### config.mk
export PLATFORM = sky130hd
export DESIGN_NAME = ultrasonic_ranger_seven_segment_flat
export DESIGN_NICKNAME = d
export VERILOG_FILES = /design/src/rtl/ussd_pkg.sv /design/src/rtl/ussd_in_if.sv /design/src/rtl/ussd_out_if.sv /design/src/rtl/ussd_ctrl.sv /design/src/rtl/ussd_dp.sv /design/src/rtl/ultrasonic_ranger_seven_segment.sv /design/src/flat_wrapper.sv
export SDC_FILE = /design/constraint.sdc
export NUM_CORES = 1
export LEC_CHECK = 0
export BUFFER_PORTS_ARGS = -buffer_cell sky130_fd_sc_hd__buf_2
export CAP_MARGIN = 10
export CORE_UTILIZATION = 45
export DETAILED_ROUTE_END_ITERATION = 16
export SYNTH_ARGS = -nofsm -noshare
export SYNTH_HDL_FRONTEND = slang
export SYNTH_HIERARCHICAL = 1
export SYNTH_SLANG_ARGS = --single-unit
### constraint.sdc
create_clock -name clk -period 4.9 [get_ports clk]
set_input_delay 0.98 -clock clk [delete_from_list [all_inputs] [get_ports clk]]
set_output_delay 0.98 -clock clk [all_outputs]
set_load 0.01 [all_outputs]
### src/rtl/ussd_pkg.sv
// Shared types, constants and helper functions of the ultrasonic ranger.
`default_nettype none
package ussd_pkg;

  localparam int ECHO_COUNT_BITS = 20;
  localparam int DIGITS          = 3;
  localparam int QUO_W           = ECHO_COUNT_BITS + 1;
  localparam int DIFF_W          = ECHO_COUNT_BITS + 2;
  localparam int DIV_CNT_W       = $clog2(QUO_W);
  localparam int CFG_DATA_W      = 16;
  localparam int CFG_INDEX_W     = 3;
  localparam int TICK_W          = 16;
  localparam int TRIG_W          = 10;
  localparam int DIVISOR_W       = 10;
  localparam int REFRESH_W       = 8;
  localparam int DIST_W          = 11;
  localparam int EN_W            = 3;
  localparam int SEG_W           = 7;
  localparam int POS_W           = 2;
  localparam int BCD_W           = 4;
  localparam int SPLIT_W         = 10;

  localparam int SHOW_LIMIT   = 1000;
  localparam int DIST_POS_MAX = 1023;
  localparam int DIST_NEG_MAG = 1024;
  localparam int HUNDRED      = 100;
  localparam int TEN          = 10;

  localparam logic signed [DIST_W-1:0] DIST_HUNDRED = 11'sd100;
  localparam logic signed [DIST_W-1:0] DIST_TEN     = 11'sd10;

  localparam logic [TRIG_W-1:0]     TRIGGER_TICKS_RST    = 10'd10;
  localparam logic [TICK_W-1:0]     CORRECTION_TICKS_RST = 16'd0;
  localparam logic [DIVISOR_W-1:0]  DIVISOR_RST          = 10'd53;
  localparam logic [TICK_W-1:0]     DIGIT_TICKS_RST      = 16'd2000;
  localparam logic [TICK_W-1:0]     HOLD_TICKS_RST       = 16'd10000;
  localparam logic [TICK_W-1:0]     BLANK_TICKS_RST      = 16'd11000;
  localparam logic [REFRESH_W-1:0]  REFRESH_COUNT_RST    = 8'd15;

  localparam logic [EN_W-1:0] EN_OFF      = 3'd0;
  localparam logic [EN_W-1:0] EN_HUNDREDS = 3'd3;
  localparam logic [EN_W-1:0] EN_TENS     = 3'd5;
  localparam logic [EN_W-1:0] EN_ONES     = 3'd6;

  typedef enum logic [2:0] {
    PH_TRIGGER, PH_WAIT, PH_COUNT, PH_DIGIT, PH_HOLD, PH_BLANK
  } phase_t;

  typedef enum logic [1:0] {ST_START, ST_HOLD, ST_BLANK, ST_END} stage_t;

  typedef enum logic [2:0] {
    CTL_IDLE, CTL_DIV, CTL_RESULT, CTL_SPLIT, CTL_FINISH
  } ctl_state_t;

  typedef enum logic [CFG_INDEX_W-1:0] {
    CFG_TRIGGER_TICKS, CFG_CORRECTION_TICKS, CFG_DIVISOR, CFG_DIGIT_TICKS,
    CFG_HOLD_TICKS, CFG_BLANK_TICKS, CFG_REFRESH_COUNT
  } cfg_reg_t;

  typedef struct packed {
    logic tick;
    logic div_start;
    logic div_step;
    logic result;
    logic split_step;
    logic finish;
  } ctl_cmd_t;

  typedef struct packed {
    logic measure;
    logic div_last;
    logic res_shown;
    logic split_done;
  } dp_sts_t;

  typedef struct packed {
    phase_t                phase;
    logic [REFRESH_W-1:0]  refresh_left;
    logic [POS_W-1:0]      position;
  } enter_t;

  function automatic logic [SEG_W-1:0] seg_of(input logic [BCD_W-1:0] v);
    logic [SEG_W-1:0] s;
    unique case (v)
      4'd0:    s = 7'h3F;
      4'd1:    s = 7'h06;
      4'd2:    s = 7'h5B;
      4'd3:    s = 7'h4F;
      4'd4:    s = 7'h66;
      4'd5:    s = 7'h6D;
      4'd6:    s = 7'h7D;
      4'd7:    s = 7'h07;
      4'd8:    s = 7'h7F;
      4'd9:    s = 7'h6F;
      default: s = 7'h00;
    endcase
    return s;
  endfunction

  function automatic logic [EN_W-1:0] enable_of(input logic [POS_W-1:0] p);
    logic [EN_W-1:0] e;
    unique case (p)
      2'd0:    e = EN_HUNDREDS;
      2'd1:    e = EN_TENS;
      default: e = EN_ONES;
    endcase
    return e;
  endfunction

  function automatic logic [POS_W-1:0] digit_pos(input logic signed [DIST_W-1:0] d);
    logic [POS_W-1:0] p;
    priority if (d >= DIST_HUNDRED) p = 2'd0;
    else if (d >= DIST_TEN)         p = 2'd1;
    else                            p = 2'd2;
    return p;
  endfunction

  // Resolve the display sequence from a given stage, skipping empty parts.
  function automatic enter_t enter_display(
    input stage_t                    stage,
    input logic                      shown,
    input logic signed [DIST_W-1:0]  distance,
    input logic                      hold_nz,
    input logic                      blank_nz,
    input logic [REFRESH_W-1:0]      rl
  );
    enter_t                e;
    logic [REFRESH_W-1:0]  rl_dec;
    rl_dec         = rl - REFRESH_W'(1);
    e.phase        = PH_TRIGGER;
    e.refresh_left = rl;
    e.position     = digit_pos(distance);
    priority if (stage == ST_START && shown) begin
      e.phase = PH_DIGIT;
    end else if ((stage == ST_START || stage == ST_HOLD) && hold_nz) begin
      e.phase = PH_HOLD;
    end else if (stage != ST_END && blank_nz) begin
      e.phase = PH_BLANK;
    end else begin
      e.refresh_left = rl_dec;
      priority if (rl_dec == '0) begin
        e.phase = PH_TRIGGER;
      end else if (shown) begin
        e.phase = PH_DIGIT;
      end else if (hold_nz) begin
        e.phase = PH_HOLD;
      end else if (blank_nz) begin
        e.phase = PH_BLANK;
      end else begin
        e.phase        = PH_TRIGGER;
        e.refresh_left = '0;
      end
    end
    return e;
  endfunction

endpackage
`default_nettype wire

### src/rtl/ussd_in_if.sv
// Input channel: one tick carrying the sampled echo level.
`default_nettype none
interface ussd_in_if;
  logic valid;
  logic ready;
  logic echo_level;

  modport source (output valid, output echo_level, input ready);
  modport sink   (input valid, input echo_level, output ready);
endinterface
`default_nettype wire

### src/rtl/ussd_out_if.sv
// Result channel: trigger, display drive and distance status per tick.
`default_nettype none
interface ussd_out_if;
  import ussd_pkg::*;
  logic                      valid;
  logic                      ready;
  logic                      trigger_out;
  logic [EN_W-1:0]           digit_enables;
  logic [SEG_W-1:0]          segments;
  logic signed [DIST_W-1:0]  distance_cm;
  logic                      distance_shown;
  logic                      measure_done;

  modport source (output valid, output trigger_out, output digit_enables, output segments,
                  output distance_cm, output distance_shown, output measure_done,
                  input ready);
  modport sink   (input valid, input trigger_out, input digit_enables, input segments,
                  input distance_cm, input distance_shown, input measure_done,
                  output ready);
endinterface
`default_nettype wire

### src/rtl/ussd_ctrl.sv
// Controller: handshake and sequencing of tick, divide, digit split and finish.
`default_nettype none
module ussd_ctrl (
  input  wire logic              clk,
  input  wire logic              rst_n,
  input  wire logic              in_valid,
  output      logic              in_ready,
  output      logic              out_valid,
  input  wire logic              out_ready,
  input  wire ussd_pkg::dp_sts_t sts,
  output      ussd_pkg::ctl_cmd_t cmd
);
  import ussd_pkg::*;

  ctl_state_t state_r, state_nxt;
  logic       out_valid_r, out_valid_nxt;
  logic       accept;

  assign in_ready  = (state_r == CTL_IDLE) && (!out_valid_r || out_ready);
  assign accept    = in_valid && in_ready;
  assign out_valid = out_valid_r;

  always_comb begin
    state_nxt = state_r;
    unique case (state_r)
      CTL_IDLE:   if (accept && sts.measure) state_nxt = CTL_DIV;
      CTL_DIV:    if (sts.div_last) state_nxt = CTL_RESULT;
      CTL_RESULT: state_nxt = sts.res_shown ? CTL_SPLIT : CTL_FINISH;
      CTL_SPLIT:  if (sts.split_done) state_nxt = CTL_FINISH;
      CTL_FINISH: state_nxt = CTL_IDLE;
      default:    state_nxt = CTL_IDLE;
    endcase
  end

  always_comb begin
    cmd            = '0;
    cmd.tick       = (state_r == CTL_IDLE) && accept && !sts.measure;
    cmd.div_start  = (state_r == CTL_IDLE) && accept && sts.measure;
    cmd.div_step   = (state_r == CTL_DIV);
    cmd.result     = (state_r == CTL_RESULT);
    cmd.split_step = (state_r == CTL_SPLIT);
    cmd.finish     = (state_r == CTL_FINISH);
  end

  always_comb begin
    out_valid_nxt = out_valid_r;
    if (cmd.tick || cmd.finish) begin
      out_valid_nxt = 1'b1;
    end else if (out_ready) begin
      out_valid_nxt = 1'b0;
    end
  end

  always_ff @(posedge clk) begin
    if (!rst_n) begin
      state_r     <= CTL_IDLE;
      out_valid_r <= 1'b0;
    end else begin
      state_r     <= state_nxt;
      out_valid_r <= out_valid_nxt;
    end
  end

`ifndef SYNTHESIS
  a_measure_starts_divide: assert property (@(posedge clk) disable iff (!rst_n)
    (accept && sts.measure) |=> (state_r == CTL_DIV))
    else $error("measurement tick did not start the divider");

  a_busy_output_empty: assert property (@(posedge clk) disable iff (!rst_n)
    (state_r != CTL_IDLE) |-> !out_valid_r)
    else $error("result pending while a measurement is in progress");

  a_result_source: assert property (@(posedge clk) disable iff (!rst_n)
    $rose(out_valid_r) |-> ($past(state_r) == CTL_FINISH) || $past(accept && !sts.measure))
    else $error("result appeared without a tick or a finished measurement");

  a_finish_delivers: assert property (@(posedge clk) disable iff (!rst_n)
    (state_r == CTL_FINISH) |=> (state_r == CTL_IDLE) && out_valid_r)
    else $error("finished measurement did not produce a result");
`endif
endmodule
`default_nettype wire

### src/rtl/ussd_dp.sv
// Datapath: configuration, ranging phases, serial divider, digit split, result register.
`default_nettype none
module ussd_dp (
  input  wire logic                                 clk,
  input  wire logic                                 rst_n,
  input  wire logic                                 cfg_we,
  input  wire logic [ussd_pkg::CFG_INDEX_W-1:0]     cfg_index,
  input  wire logic [ussd_pkg::CFG_DATA_W-1:0]      cfg_data,
  input  wire logic                                 echo_level,
  input  wire ussd_pkg::ctl_cmd_t                   cmd,
  output      ussd_pkg::dp_sts_t                    sts,
  output      logic                                 trigger_out,
  output      logic [ussd_pkg::EN_W-1:0]            digit_enables,
  output      logic [ussd_pkg::SEG_W-1:0]           segments,
  output      logic signed [ussd_pkg::DIST_W-1:0]   distance_cm,
  output      logic                                 distance_shown,
  output      logic                                 measure_done
);
  import ussd_pkg::*;

  // configuration
  logic [TRIG_W-1:0]    trig_r;
  logic [TICK_W-1:0]    corr_r;
  logic [DIVISOR_W-1:0] dvsr_r;
  logic [TICK_W-1:0]    digit_r;
  logic [TICK_W-1:0]    hold_r;
  logic [TICK_W-1:0]    blank_r;
  logic [REFRESH_W-1:0] refresh_r;

  logic [TRIG_W-1:0]    trig_eff;
  logic [DIVISOR_W-1:0] dvsr_eff;
  logic [TICK_W-1:0]    digit_eff;
  logic [REFRESH_W-1:0] refresh_eff;
  logic                 hold_nz, blank_nz;

  // ranging state
  phase_t                     phase_r, phase_nxt;
  logic [TICK_W-1:0]          pt_r, pt_nxt;
  logic [ECHO_COUNT_BITS-1:0] ec_r, ec_nxt;
  logic signed [DIST_W-1:0]   last_dist_r, last_dist_nxt;
  logic [BCD_W-1:0]           dval_r [DIGITS];
  logic [BCD_W-1:0]           dval_nxt [DIGITS];
  logic [POS_W-1:0]           pos_r, pos_nxt;
  logic [REFRESH_W-1:0]       rl_r, rl_nxt;
  logic                       shown_r, shown_nxt;

  // divider and split
  logic [QUO_W-1:0]           q_r, q_nxt;
  logic [DIVISOR_W-1:0]       rem_r, rem_nxt;
  logic [DIVISOR_W-1:0]       dvs_r, dvs_nxt;
  logic [DIV_CNT_W-1:0]       cnt_r, cnt_nxt;
  logic                       neg_r, neg_nxt;
  logic signed [DIFF_W-1:0]   diff;
  logic [DIFF_W-1:0]          mag_full;
  logic [DIVISOR_W:0]         rem_sh, rem_sub;
  logic                       rem_ge;
  logic [DIST_W-1:0]          mag_sat;
  logic signed [DIST_W-1:0]   dist_calc;
  logic                       shown_calc;
  logic                       res_shown_r, res_shown_nxt;
  logic signed [DIST_W-1:0]   res_dist_r, res_dist_nxt;
  logic [SPLIT_W-1:0]         val_r, val_nxt;
  logic [BCD_W-1:0]           hund_r, hund_nxt;
  logic [BCD_W-1:0]           tens_r, tens_nxt;

  // display sequencing
  logic [TICK_W:0]            pt_inc;
  logic [POS_W-1:0]           pos_c;
  stage_t                     stage_sel;
  enter_t                     ent;

  // result register
  logic                       o_trig_r, o_trig_nxt;
  logic [EN_W-1:0]            o_en_r, o_en_nxt;
  logic [SEG_W-1:0]           o_seg_r, o_seg_nxt;
  logic signed [DIST_W-1:0]   o_dist_r, o_dist_nxt;
  logic                       o_shown_r, o_shown_nxt;
  logic                       o_done_r, o_done_nxt;

  assign trig_eff    = (trig_r == '0) ? TRIG_W'(1) : trig_r;
  assign dvsr_eff    = (dvsr_r == '0) ? DIVISOR_W'(1) : dvsr_r;
  assign digit_eff   = (digit_r == '0) ? TICK_W'(1) : digit_r;
  assign refresh_eff = (refresh_r == '0) ? REFRESH_W'(1) : refresh_r;
  assign hold_nz     = (hold_r != '0);
  assign blank_nz    = (blank_r != '0);

  always_ff @(posedge clk) begin
    if (!rst_n) begin
      trig_r    <= TRIGGER_TICKS_RST;
      corr_r    <= CORRECTION_TICKS_RST;
      dvsr_r    <= DIVISOR_RST;
      digit_r   <= DIGIT_TICKS_RST;
      hold_r    <= HOLD_TICKS_RST;
      blank_r   <= BLANK_TICKS_RST;
      refresh_r <= REFRESH_COUNT_RST;
    end else if (cfg_we) begin
      unique case (cfg_reg_t'(cfg_index))
        CFG_TRIGGER_TICKS:    trig_r    <= cfg_data[TRIG_W-1:0];
        CFG_CORRECTION_TICKS: corr_r    <= cfg_data[TICK_W-1:0];
        CFG_DIVISOR:          dvsr_r    <= cfg_data[DIVISOR_W-1:0];
        CFG_DIGIT_TICKS:      digit_r   <= cfg_data[TICK_W-1:0];
        CFG_HOLD_TICKS:       hold_r    <= cfg_data[TICK_W-1:0];
        CFG_BLANK_TICKS:      blank_r   <= cfg_data[TICK_W-1:0];
        CFG_REFRESH_COUNT:    refresh_r <= cfg_data[REFRESH_W-1:0];
        default: ;
      endcase
    end
  end

  // divider arithmetic
  assign diff     = $signed({2'b00, ec_r}) -
                    $signed({{(DIFF_W-TICK_W){1'b0}}, corr_r});
  assign mag_full = diff[DIFF_W-1] ? DIFF_W'(-diff) : DIFF_W'(diff);
  assign rem_sh   = {rem_r, q_r[QUO_W-1]};
  assign rem_sub  = rem_sh - {1'b0, dvs_r};
  assign rem_ge   = (rem_sh >= {1'b0, dvs_r});

  always_comb begin
    if (neg_r) begin
      mag_sat    = (q_r > QUO_W'(DIST_NEG_MAG)) ? DIST_W'(DIST_NEG_MAG) : q_r[DIST_W-1:0];
      shown_calc = (q_r == '0);
    end else begin
      mag_sat    = (q_r > QUO_W'(DIST_POS_MAX)) ? DIST_W'(DIST_POS_MAX) : q_r[DIST_W-1:0];
      shown_calc = (q_r < QUO_W'(SHOW_LIMIT));
    end
    dist_calc = neg_r ? $signed(-mag_sat) : $signed(mag_sat);
  end

  assign sts.measure    = (phase_r == PH_COUNT) && !echo_level;
  assign sts.div_last   = (cnt_r == DIV_CNT_W'(QUO_W-1));
  assign sts.res_shown  = shown_calc;
  assign sts.split_done = (val_r < SPLIT_W'(TEN));

  assign pt_inc = {1'b0, pt_r} + (TICK_W+1)'(1);
  assign pos_c  = (pos_r >= POS_W'(DIGITS)) ? POS_W'(DIGITS-1) : pos_r;

  always_comb begin
    unique case (phase_r)
      PH_DIGIT: stage_sel = ST_HOLD;
      PH_HOLD:  stage_sel = ST_BLANK;
      default:  stage_sel = ST_END;
    endcase
    if (cmd.finish) begin
      ent = enter_display(ST_START, res_shown_r, res_dist_r, hold_nz, blank_nz, refresh_eff);
    end else begin
      ent = enter_display(stage_sel, shown_r, last_dist_r, hold_nz, blank_nz, rl_r);
    end
  end

  always_comb begin
    phase_nxt     = phase_r;
    pt_nxt        = pt_r;
    ec_nxt        = ec_r;
    last_dist_nxt = last_dist_r;
    dval_nxt      = dval_r;
    pos_nxt       = pos_r;
    rl_nxt        = rl_r;
    shown_nxt     = shown_r;
    q_nxt         = q_r;
    rem_nxt       = rem_r;
    dvs_nxt       = dvs_r;
    cnt_nxt       = cnt_r;
    neg_nxt       = neg_r;
    res_shown_nxt = res_shown_r;
    res_dist_nxt  = res_dist_r;
    val_nxt       = val_r;
    hund_nxt      = hund_r;
    tens_nxt      = tens_r;
    o_trig_nxt    = o_trig_r;
    o_en_nxt      = o_en_r;
    o_seg_nxt     = o_seg_r;
    o_dist_nxt    = o_dist_r;
    o_shown_nxt   = o_shown_r;
    o_done_nxt    = o_done_r;

    if (cmd.tick) begin
      o_trig_nxt  = 1'b0;
      o_en_nxt    = EN_OFF;
      o_seg_nxt   = '0;
      o_dist_nxt  = last_dist_r;
      o_shown_nxt = shown_r;
      o_done_nxt  = 1'b0;
      unique case (phase_r)
        PH_TRIGGER: begin
          o_trig_nxt = 1'b1;
          if (pt_inc >= (TICK_W+1)'(trig_eff)) begin
            phase_nxt = PH_WAIT;
            pt_nxt    = '0;
            ec_nxt    = '0;
          end else begin
            pt_nxt = pt_inc[TICK_W-1:0];
          end
        end
        PH_WAIT: begin
          if (echo_level) begin
            ec_nxt    = ECHO_COUNT_BITS'(1);
            phase_nxt = PH_COUNT;
          end
        end
        PH_COUNT: begin
          if (echo_level && (ec_r != '1)) ec_nxt = ec_r + ECHO_COUNT_BITS'(1);
        end
        PH_DIGIT: begin
          o_en_nxt  = enable_of(pos_c);
          o_seg_nxt = seg_of(dval_r[pos_c]);
          if (pt_inc >= {1'b0, digit_eff}) begin
            if (pos_r < POS_W'(DIGITS-1)) begin
              pos_nxt = pos_r + POS_W'(1);
              pt_nxt  = '0;
            end else begin
              phase_nxt = ent.phase;
              rl_nxt    = ent.refresh_left;
              pos_nxt   = ent.position;
              pt_nxt    = '0;
            end
          end else begin
            pt_nxt = pt_inc[TICK_W-1:0];
          end
        end
        PH_HOLD, PH_BLANK: begin
          if (phase_r == PH_HOLD && shown_r) begin
            o_en_nxt  = enable_of(POS_W'(DIGITS-1));
            o_seg_nxt = seg_of(dval_r[DIGITS-1]);
          end
          if (pt_inc >= {1'b0, (phase_r == PH_HOLD) ? hold_r : blank_r}) begin
            phase_nxt = ent.phase;
            rl_nxt    = ent.refresh_left;
            pos_nxt   = ent.position;
            pt_nxt    = '0;
          end else begin
            pt_nxt = pt_inc[TICK_W-1:0];
          end
        end
        default: begin
          phase_nxt = PH_TRIGGER;
          pt_nxt    = '0;
        end
      endcase
    end

    if (cmd.div_start) begin
      neg_nxt = diff[DIFF_W-1];
      q_nxt   = mag_full[QUO_W-1:0];
      rem_nxt = '0;
      dvs_nxt = dvsr_eff;
      cnt_nxt = '0;
    end

    if (cmd.div_step) begin
      rem_nxt = rem_ge ? rem_sub[DIVISOR_W-1:0] : rem_sh[DIVISOR_W-1:0];
      q_nxt   = {q_r[QUO_W-2:0], rem_ge};
      cnt_nxt = cnt_r + DIV_CNT_W'(1);
    end

    if (cmd.result) begin
      res_shown_nxt = shown_calc;
      res_dist_nxt  = dist_calc;
      val_nxt       = q_r[SPLIT_W-1:0];
      hund_nxt      = '0;
      tens_nxt      = '0;
    end

    if (cmd.split_step) begin
      priority if (val_r >= SPLIT_W'(HUNDRED)) begin
        val_nxt  = val_r - SPLIT_W'(HUNDRED);
        hund_nxt = hund_r + BCD_W'(1);
      end else if (val_r >= SPLIT_W'(TEN)) begin
        val_nxt  = val_r - SPLIT_W'(TEN);
        tens_nxt = tens_r + BCD_W'(1);
      end else begin
        val_nxt = val_r;
      end
    end

    if (cmd.finish) begin
      shown_nxt     = res_shown_r;
      last_dist_nxt = res_dist_r;
      if (res_shown_r) begin
        dval_nxt[0] = hund_r;
        dval_nxt[1] = tens_r;
        dval_nxt[2] = val_r[BCD_W-1:0];
      end
      phase_nxt   = ent.phase;
      rl_nxt      = ent.refresh_left;
      pos_nxt     = ent.position;
      pt_nxt      = '0;
      o_trig_nxt  = 1'b0;
      o_en_nxt    = EN_OFF;
      o_seg_nxt   = '0;
      o_dist_nxt  = res_dist_r;
      o_shown_nxt = res_shown_r;
      o_done_nxt  = 1'b1;
    end
  end

  always_ff @(posedge clk) begin
    if (!rst_n) begin
      phase_r     <= PH_TRIGGER;
      pt_r        <= '0;
      ec_r        <= '0;
      last_dist_r <= '0;
      for (int i = 0; i < DIGITS; i++) dval_r[i] <= '0;
      pos_r       <= '0;
      rl_r        <= '0;
      shown_r     <= 1'b0;
    end else begin
      phase_r     <= phase_nxt;
      pt_r        <= pt_nxt;
      ec_r        <= ec_nxt;
      last_dist_r <= last_dist_nxt;
      dval_r      <= dval_nxt;
      pos_r       <= pos_nxt;
      rl_r        <= rl_nxt;
      shown_r     <= shown_nxt;
    end
  end

  always_ff @(posedge clk) begin
    q_r         <= q_nxt;
    rem_r       <= rem_nxt;
    dvs_r       <= dvs_nxt;
    cnt_r       <= cnt_nxt;
    neg_r       <= neg_nxt;
    res_shown_r <= res_shown_nxt;
    res_dist_r  <= res_dist_nxt;
    val_r       <= val_nxt;
    hund_r      <= hund_nxt;
    tens_r      <= tens_nxt;
    o_trig_r    <= o_trig_nxt;
    o_en_r      <= o_en_nxt;
    o_seg_r     <= o_seg_nxt;
    o_dist_r    <= o_dist_nxt;
    o_shown_r   <= o_shown_nxt;
    o_done_r    <= o_done_nxt;
  end

  assign trigger_out    = o_trig_r;
  assign digit_enables  = o_en_r;
  assign segments       = o_seg_r;
  assign distance_cm    = o_dist_r;
  assign distance_shown = o_shown_r;
  assign measure_done   = o_done_r;

`ifndef SYNTHESIS
  a_shown_in_range: assert property (@(posedge clk) disable iff (!rst_n)
    shown_r |-> (!last_dist_r[DIST_W-1] && (last_dist_r < $signed(DIST_W'(SHOW_LIMIT)))))
    else $error("shown distance outside the displayable range");

  a_digits_decimal: assert property (@(posedge clk) disable iff (!rst_n)
    shown_r |-> (dval_r[0] < BCD_W'(TEN)) && (dval_r[1] < BCD_W'(TEN)) &&
                (dval_r[2] < BCD_W'(TEN)))
    else $error("stored display digit is not decimal");

  a_digit_phase_shown: assert property (@(posedge clk) disable iff (!rst_n)
    (phase_r == PH_DIGIT) |-> shown_r)
    else $error("digit phase entered without a shown distance");
`endif
endmodule
`default_nettype wire

### src/rtl/ultrasonic_ranger_seven_segment.sv
// Ultrasonic ranger with three-digit multiplexed seven-segment display, top level.
//
// Each transfer on in_ch is one microsecond tick carrying the echo level and yields
// exactly one transfer on out_ch. A new tick is taken in the cycle the previous
// result is taken. The tick on which the echo falls runs the bit-serial divider (one
// quotient bit per cycle) and, if the distance is shown, a subtract-by-100/10 digit
// split before its result appears; no tick is taken meanwhile. The configuration
// port may be written whenever no tick is in flight.
`default_nettype none
module ultrasonic_ranger_seven_segment (
  input  wire logic                              clk,
  input  wire logic                              rst_n,
  ussd_in_if.sink                                in_ch,
  ussd_out_if.source                             out_ch,
  input  wire logic                              cfg_we,
  input  wire logic [ussd_pkg::CFG_INDEX_W-1:0]  cfg_index,
  input  wire logic [ussd_pkg::CFG_DATA_W-1:0]   cfg_data
);
  import ussd_pkg::*;

  ctl_cmd_t cmd;
  dp_sts_t  sts;

  ussd_ctrl u_ctrl (
    .clk       (clk),
    .rst_n     (rst_n),
    .in_valid  (in_ch.valid),
    .in_ready  (in_ch.ready),
    .out_valid (out_ch.valid),
    .out_ready (out_ch.ready),
    .sts       (sts),
    .cmd       (cmd)
  );

  ussd_dp u_dp (
    .clk            (clk),
    .rst_n          (rst_n),
    .cfg_we         (cfg_we),
    .cfg_index      (cfg_index),
    .cfg_data       (cfg_data),
    .echo_level     (in_ch.echo_level),
    .cmd            (cmd),
    .sts            (sts),
    .trigger_out    (out_ch.trigger_out),
    .digit_enables  (out_ch.digit_enables),
    .segments       (out_ch.segments),
    .distance_cm    (out_ch.distance_cm),
    .distance_shown (out_ch.distance_shown),
    .measure_done   (out_ch.measure_done)
  );
endmodule
`default_nettype wire

### src/flat_wrapper.sv
// flat-port wrapper written by rule: the top's interface ports become plain ports
module ultrasonic_ranger_seven_segment_flat import ussd_pkg::*;
  (clk, rst_n, cfg_we, cfg_index, cfg_data, in_ch_valid, in_ch_echo_level, in_ch_ready, out_ch_valid, out_ch_trigger_out, out_ch_digit_enables, out_ch_segments, out_ch_distance_cm, out_ch_distance_shown, out_ch_measure_done, out_ch_ready);
  ussd_in_if in_ch_i ();
  ussd_out_if out_ch_i ();
  input  wire logic clk;
  input  wire logic rst_n;
  input  wire logic cfg_we;
  input  wire logic [ussd_pkg::CFG_INDEX_W-1:0] cfg_index;
  input  wire logic [ussd_pkg::CFG_DATA_W-1:0] cfg_data;
  input wire logic [$bits(in_ch_i.valid)-1:0] in_ch_valid;
  input wire logic [$bits(in_ch_i.echo_level)-1:0] in_ch_echo_level;
  output wire logic [$bits(in_ch_i.ready)-1:0] in_ch_ready;
  output wire logic [$bits(out_ch_i.valid)-1:0] out_ch_valid;
  output wire logic [$bits(out_ch_i.trigger_out)-1:0] out_ch_trigger_out;
  output wire logic [$bits(out_ch_i.digit_enables)-1:0] out_ch_digit_enables;
  output wire logic [$bits(out_ch_i.segments)-1:0] out_ch_segments;
  output wire logic [$bits(out_ch_i.distance_cm)-1:0] out_ch_distance_cm;
  output wire logic [$bits(out_ch_i.distance_shown)-1:0] out_ch_distance_shown;
  output wire logic [$bits(out_ch_i.measure_done)-1:0] out_ch_measure_done;
  input wire logic [$bits(out_ch_i.ready)-1:0] out_ch_ready;
  assign in_ch_i.valid = in_ch_valid;
  assign in_ch_i.echo_level = in_ch_echo_level;
  assign in_ch_ready = in_ch_i.ready;
  assign out_ch_valid = out_ch_i.valid;
  assign out_ch_trigger_out = out_ch_i.trigger_out;
  assign out_ch_digit_enables = out_ch_i.digit_enables;
  assign out_ch_segments = out_ch_i.segments;
  assign out_ch_distance_cm = out_ch_i.distance_cm;
  assign out_ch_distance_shown = out_ch_i.distance_shown;
  assign out_ch_measure_done = out_ch_i.measure_done;
  assign out_ch_i.ready = out_ch_ready;
  ultrasonic_ranger_seven_segment u_core (.clk(clk), .rst_n(rst_n), .in_ch(in_ch_i), .out_ch(out_ch_i), .cfg_we(cfg_we), .cfg_index(cfg_index), .cfg_data(cfg_data));
endmodule
==> metrics.yaml <==
power:
  peakVddDrop_mv: 0.2765
  seqPwrFrac_pct: 45.0
  power.total_mw: 5.379
  leakagePower_nw: 6.754
  internal_power_mw: 4.074
  swShare_pct: 24.26
  netSwitchingPower_mw: 1.305
  clkPwrFrac_pct: 47.1
  combPwrFrac_pct: 7.8
  p_per_area_mw_per_mm2: 303.2
drt:
  drt_pass1_iterations: 5
  vias_per_cell: 5.689
  drc_errors: 0
  wl_per_cell_um: 17.52
  first_iter_violations: 946
  drt_wl_total_um: 41900
  final_antenna_net_count: 0
  vias: 13603
synth:
  yosysMostFrequentCell: "nand2_1"
  synth_fa_ha_area_share_pct: 7.555
  synth_commonest_cells: "nand2_1, dfxtp_1, a21oi_1"
  ys_seq_area_share_pct: 39.57
  synthXorXnorAreaFrac_pct: 4.198
  synth_flop_cell: "dfxtp_1"
  synth_cell_types: 94
  syn_avg_cell_area_um2: 8.437
  yosys_warnings: 6
  synth-simple-area-share_pct: 22.39
  yosys.area.top_type: "dfxtp_1"
  synthTopCellsByArea: "dfxtp_1, edfxtp_1, nand2_1, ha_1, a21oi_1"
  async_reset_ff_share_pct: 0
  ys_ff_latch: 277
  synth_top_area_share_pct: 24.43
  syn-cell-area_mm2: 0.01606
  synth_mux_area_share_pct: 3.684
  synth_edf_count: 81
  synth_nets: 2024
  synth_compound_area_share_pct: 17.72
  syn_inst: 1904
  synth_top_family_by_area: "simple AND/OR/NAND/NOR gates"
floorplanning:
  io_pins: 51
  die_h_um: 190.9
  core_area_mm2: 0.03480
  fp-row-count: 68
  floorplan.initialDensity_pct: 46.16
  die_w_um: 190.9
  die-area_mm2: 0.03646
setup_path:
  reg2regPathDepth: 12
  r2r-start: "u_core/u_dp/pt_r[0]$_SDFFE_PP0P_"
  crit_arrival_ns: 4.45
  critPathMaxFanout: 18
  critPathLaunchType: "flip-flop"
  cp_data_required_time_ns: 5.33
  endpoint_kind: "flip-flop"
  worstSetupPathType: "reg2reg"
  r2r-end: "u_core/u_dp/pt_r[0]$_SDFFE_PP0P_"
  rrSetupSlack_ns: 0.88
clock_tree:
  clock_latency_ns: 0.54
  cts_tree: "yes"
  cts.htree.levels: 2
  numCtsBuffers: 34
  post_cts_resized: 0
  cts_sinks: 277
  holdBufCountCts: 0
  clk_path_buf_depth: 3
  postCtsSetupBuffers: 0
  clk_pin_slew_worst_paths_ns: 0.06
  clockRootBuffer: "clkbuf_16"
global_routing:
  grtUsageTotal_pct: 23.03
  overflow: 0
  grt_pass1_wl_um: 67080
  first_global_vias: 12787
  grt_max_degree: 73
  grt_antenna_before_repair: 0
timing:
  max_freq_mhz: 248.8
  slew_headroom_pct: 25.71
  period_share_pct: 82.01
  worst_slack_ns: 0.8813
  rsz0062_at_grt: "false"
  hold_ws_ns: 0.4543
  fin_skew_ns: 0.01732
  final-max-slew-violation-count: 0
  timing.final.hold_violations: 0
  setup_viol_count_final: 0
  setup-tns-final_ns: 0
  tightest_slew_ns: 1.110
  period_minus_slack_ns: 4.019
placed_design:
  io_buffers: 50
  pre_cts_slack_ns: 0.8897
  hpwlAfterDp_um: 30030
  dpl-instance-area_mm2: 0.01660
  gp_congestion: 0.9240
  dp_cells: 2329
hold_path:
  hold_class: "reg2reg"
  hold_path_depth: 2
  min_from: "u_core/u_dp/dval_r[10]$_SDFFE_PN0P_"
  hold_end: "u_core/u_dp/dval_r[10]$_SDFFE_PN0P_"
final_layout:
  stdcell_area_mm2: 0.01774
  instances_no_fill: 2391
  fin_nets: 2030
  area_growth_pct: 10.44
  fin_util_pct: 50.98
  drive_gt1_share_pct: 9.607
  diodes: 0
status:
  status: "complete, no violations"
run:
  maxCapViolations: 0
[flip-flops by register name, indices dropped and copies added, names as in the netlist, 11 cells and up, named ones only]
name                     flops
u_core/u_dp/res_dist_r      11
u_core/u_dp/corr_r          16
u_core/u_dp/ec_r            20
u_core/u_dp/distance_cm     11
u_core/u_dp/hold_r          16
u_core/u_dp/digit_r         16
u_core/u_dp/dval_r          12
u_core/u_dp/last_dist_r     11
u_core/u_dp/pt_r            16
u_core/u_dp/blank_r         16
u_core/u_dp/q_r             21
[critical path, cell delays in order, from the launching register on]
cell and delay, ns:
dfxtp_1 0.52, ha_1 0.32, nand3_2 0.23, nor4_1 0.46, xor2_1 0.34, ha_1 0.31
a21oi_1 0.13, nor2b_1 0.06, nor4b_1 0.45, o311ai_4 0.28, a31oi_4 0.53, nor2_1 0.08
a211oi_1 0.22
[per-layer routing]
metal | track usage, % | up-vias | wire [um]
li1 | - | 6782 | -
met3 | 3.176 | 81 | 2044
met5 | 0 | - | 0
met1 | 30.99 | 6387 | 19650
met2 | 37.43 | 353 | 18960
met4 | 8.431 | 0 | 1244
[power by group through the flow]
| stage | registers [mW] | logic, mW | clock network, mW |
|---|---|---|---|
| after floorplan | 2.47 | 0.293 | 0 |
| after global placement | 2.47 | 0.413 | 0 |
| after detailed placement | 2.47 | 0.421 | 0 |
| after CTS | 2.42 | 0.421 | 2.59 |
| after global routing | 2.43 | 0.471 | 2.69 |
| final | 2.42 | 0.422 | 2.54 |
[final cells by class]
| cell class | instances | area [um^2] |
|---|---|---|
| fillers | 3341 | 17060 |
| multi-input cells | 1431 | 8935 |
| flip-flops and latches | 277 | 6356 |
| clock buffers | 47 | 980.9 |
| well taps | 455 | 569.3 |
| inverters | 101 | 379.1 |
| repair buffers | 65 | 362.8 |
| clock inverters | 15 | 157.7 |
[logic make-up after synthesis]
| kind of cell | Yosys count |
|---|---|
| XOR/XNOR | 77 |
| AND/OR/NAND/NOR | 759 |
| multiplexers | 56 |
| AO/OA/AOI/OAI | 443 |
| flip-flops | 277 |
| adder cells (fa/ha/maj) | 96 |
| buffers and inverters | 196 |
[how the worst max path moves through the flow]
stage	startpoint	to
after global routing	u_core/u_dp/pt_r[0]$_SDFFE_PP0P_	u_core/u_dp/pt_r[11]$_SDFFE_PP0P_
after global placement	u_core/u_dp/pt_r[0]$_SDFFE_PP0P_	u_core/u_dp/pt_r[10]$_SDFFE_PP0P_
after CTS	u_core/u_dp/pt_r[0]$_SDFFE_PP0P_	u_core/u_dp/pt_r[2]$_SDFFE_PP0P_
final	u_core/u_dp/pt_r[0]$_SDFFE_PP0P_	u_core/u_dp/pt_r[0]$_SDFFE_PP0P_
after detailed placement	u_core/u_dp/pt_r[0]$_SDFFE_PP0P_	u_core/u_dp/pt_r[2]$_SDFFE_PP0P_
after floorplan	u_core/u_dp/pt_r[0]$_SDFFE_PP0P_	u_core/u_dp/pt_r[2]$_SDFFE_PP0P_
[layout by cell type, fill, tap and decap left out, drive strengths merged, types with 18 or more instances in the layout]
| cell | instances |
|---|---|
| mux2 | 22 |
| xor2 | 24 |
| edfxtp | 81 |
| clkbuf | 47 |
| and2 | 23 |
| o211ai | 18 |
| nor2b | 18 |
| a211oi | 21 |
| nor2 | 142 |
| ha | 93 |
| xnor2 | 53 |
| nor3 | 46 |
| dfxtp | 196 |
| o21ai | 102 |
| nand2 | 311 |
| nor4 | 31 |
| mux2i | 34 |
| a21o | 18 |
| a21oi | 162 |
| buf | 65 |
| inv | 102 |
| and3 | 18 |
| nand3 | 89 |
(Power assumes the default switching activity.)
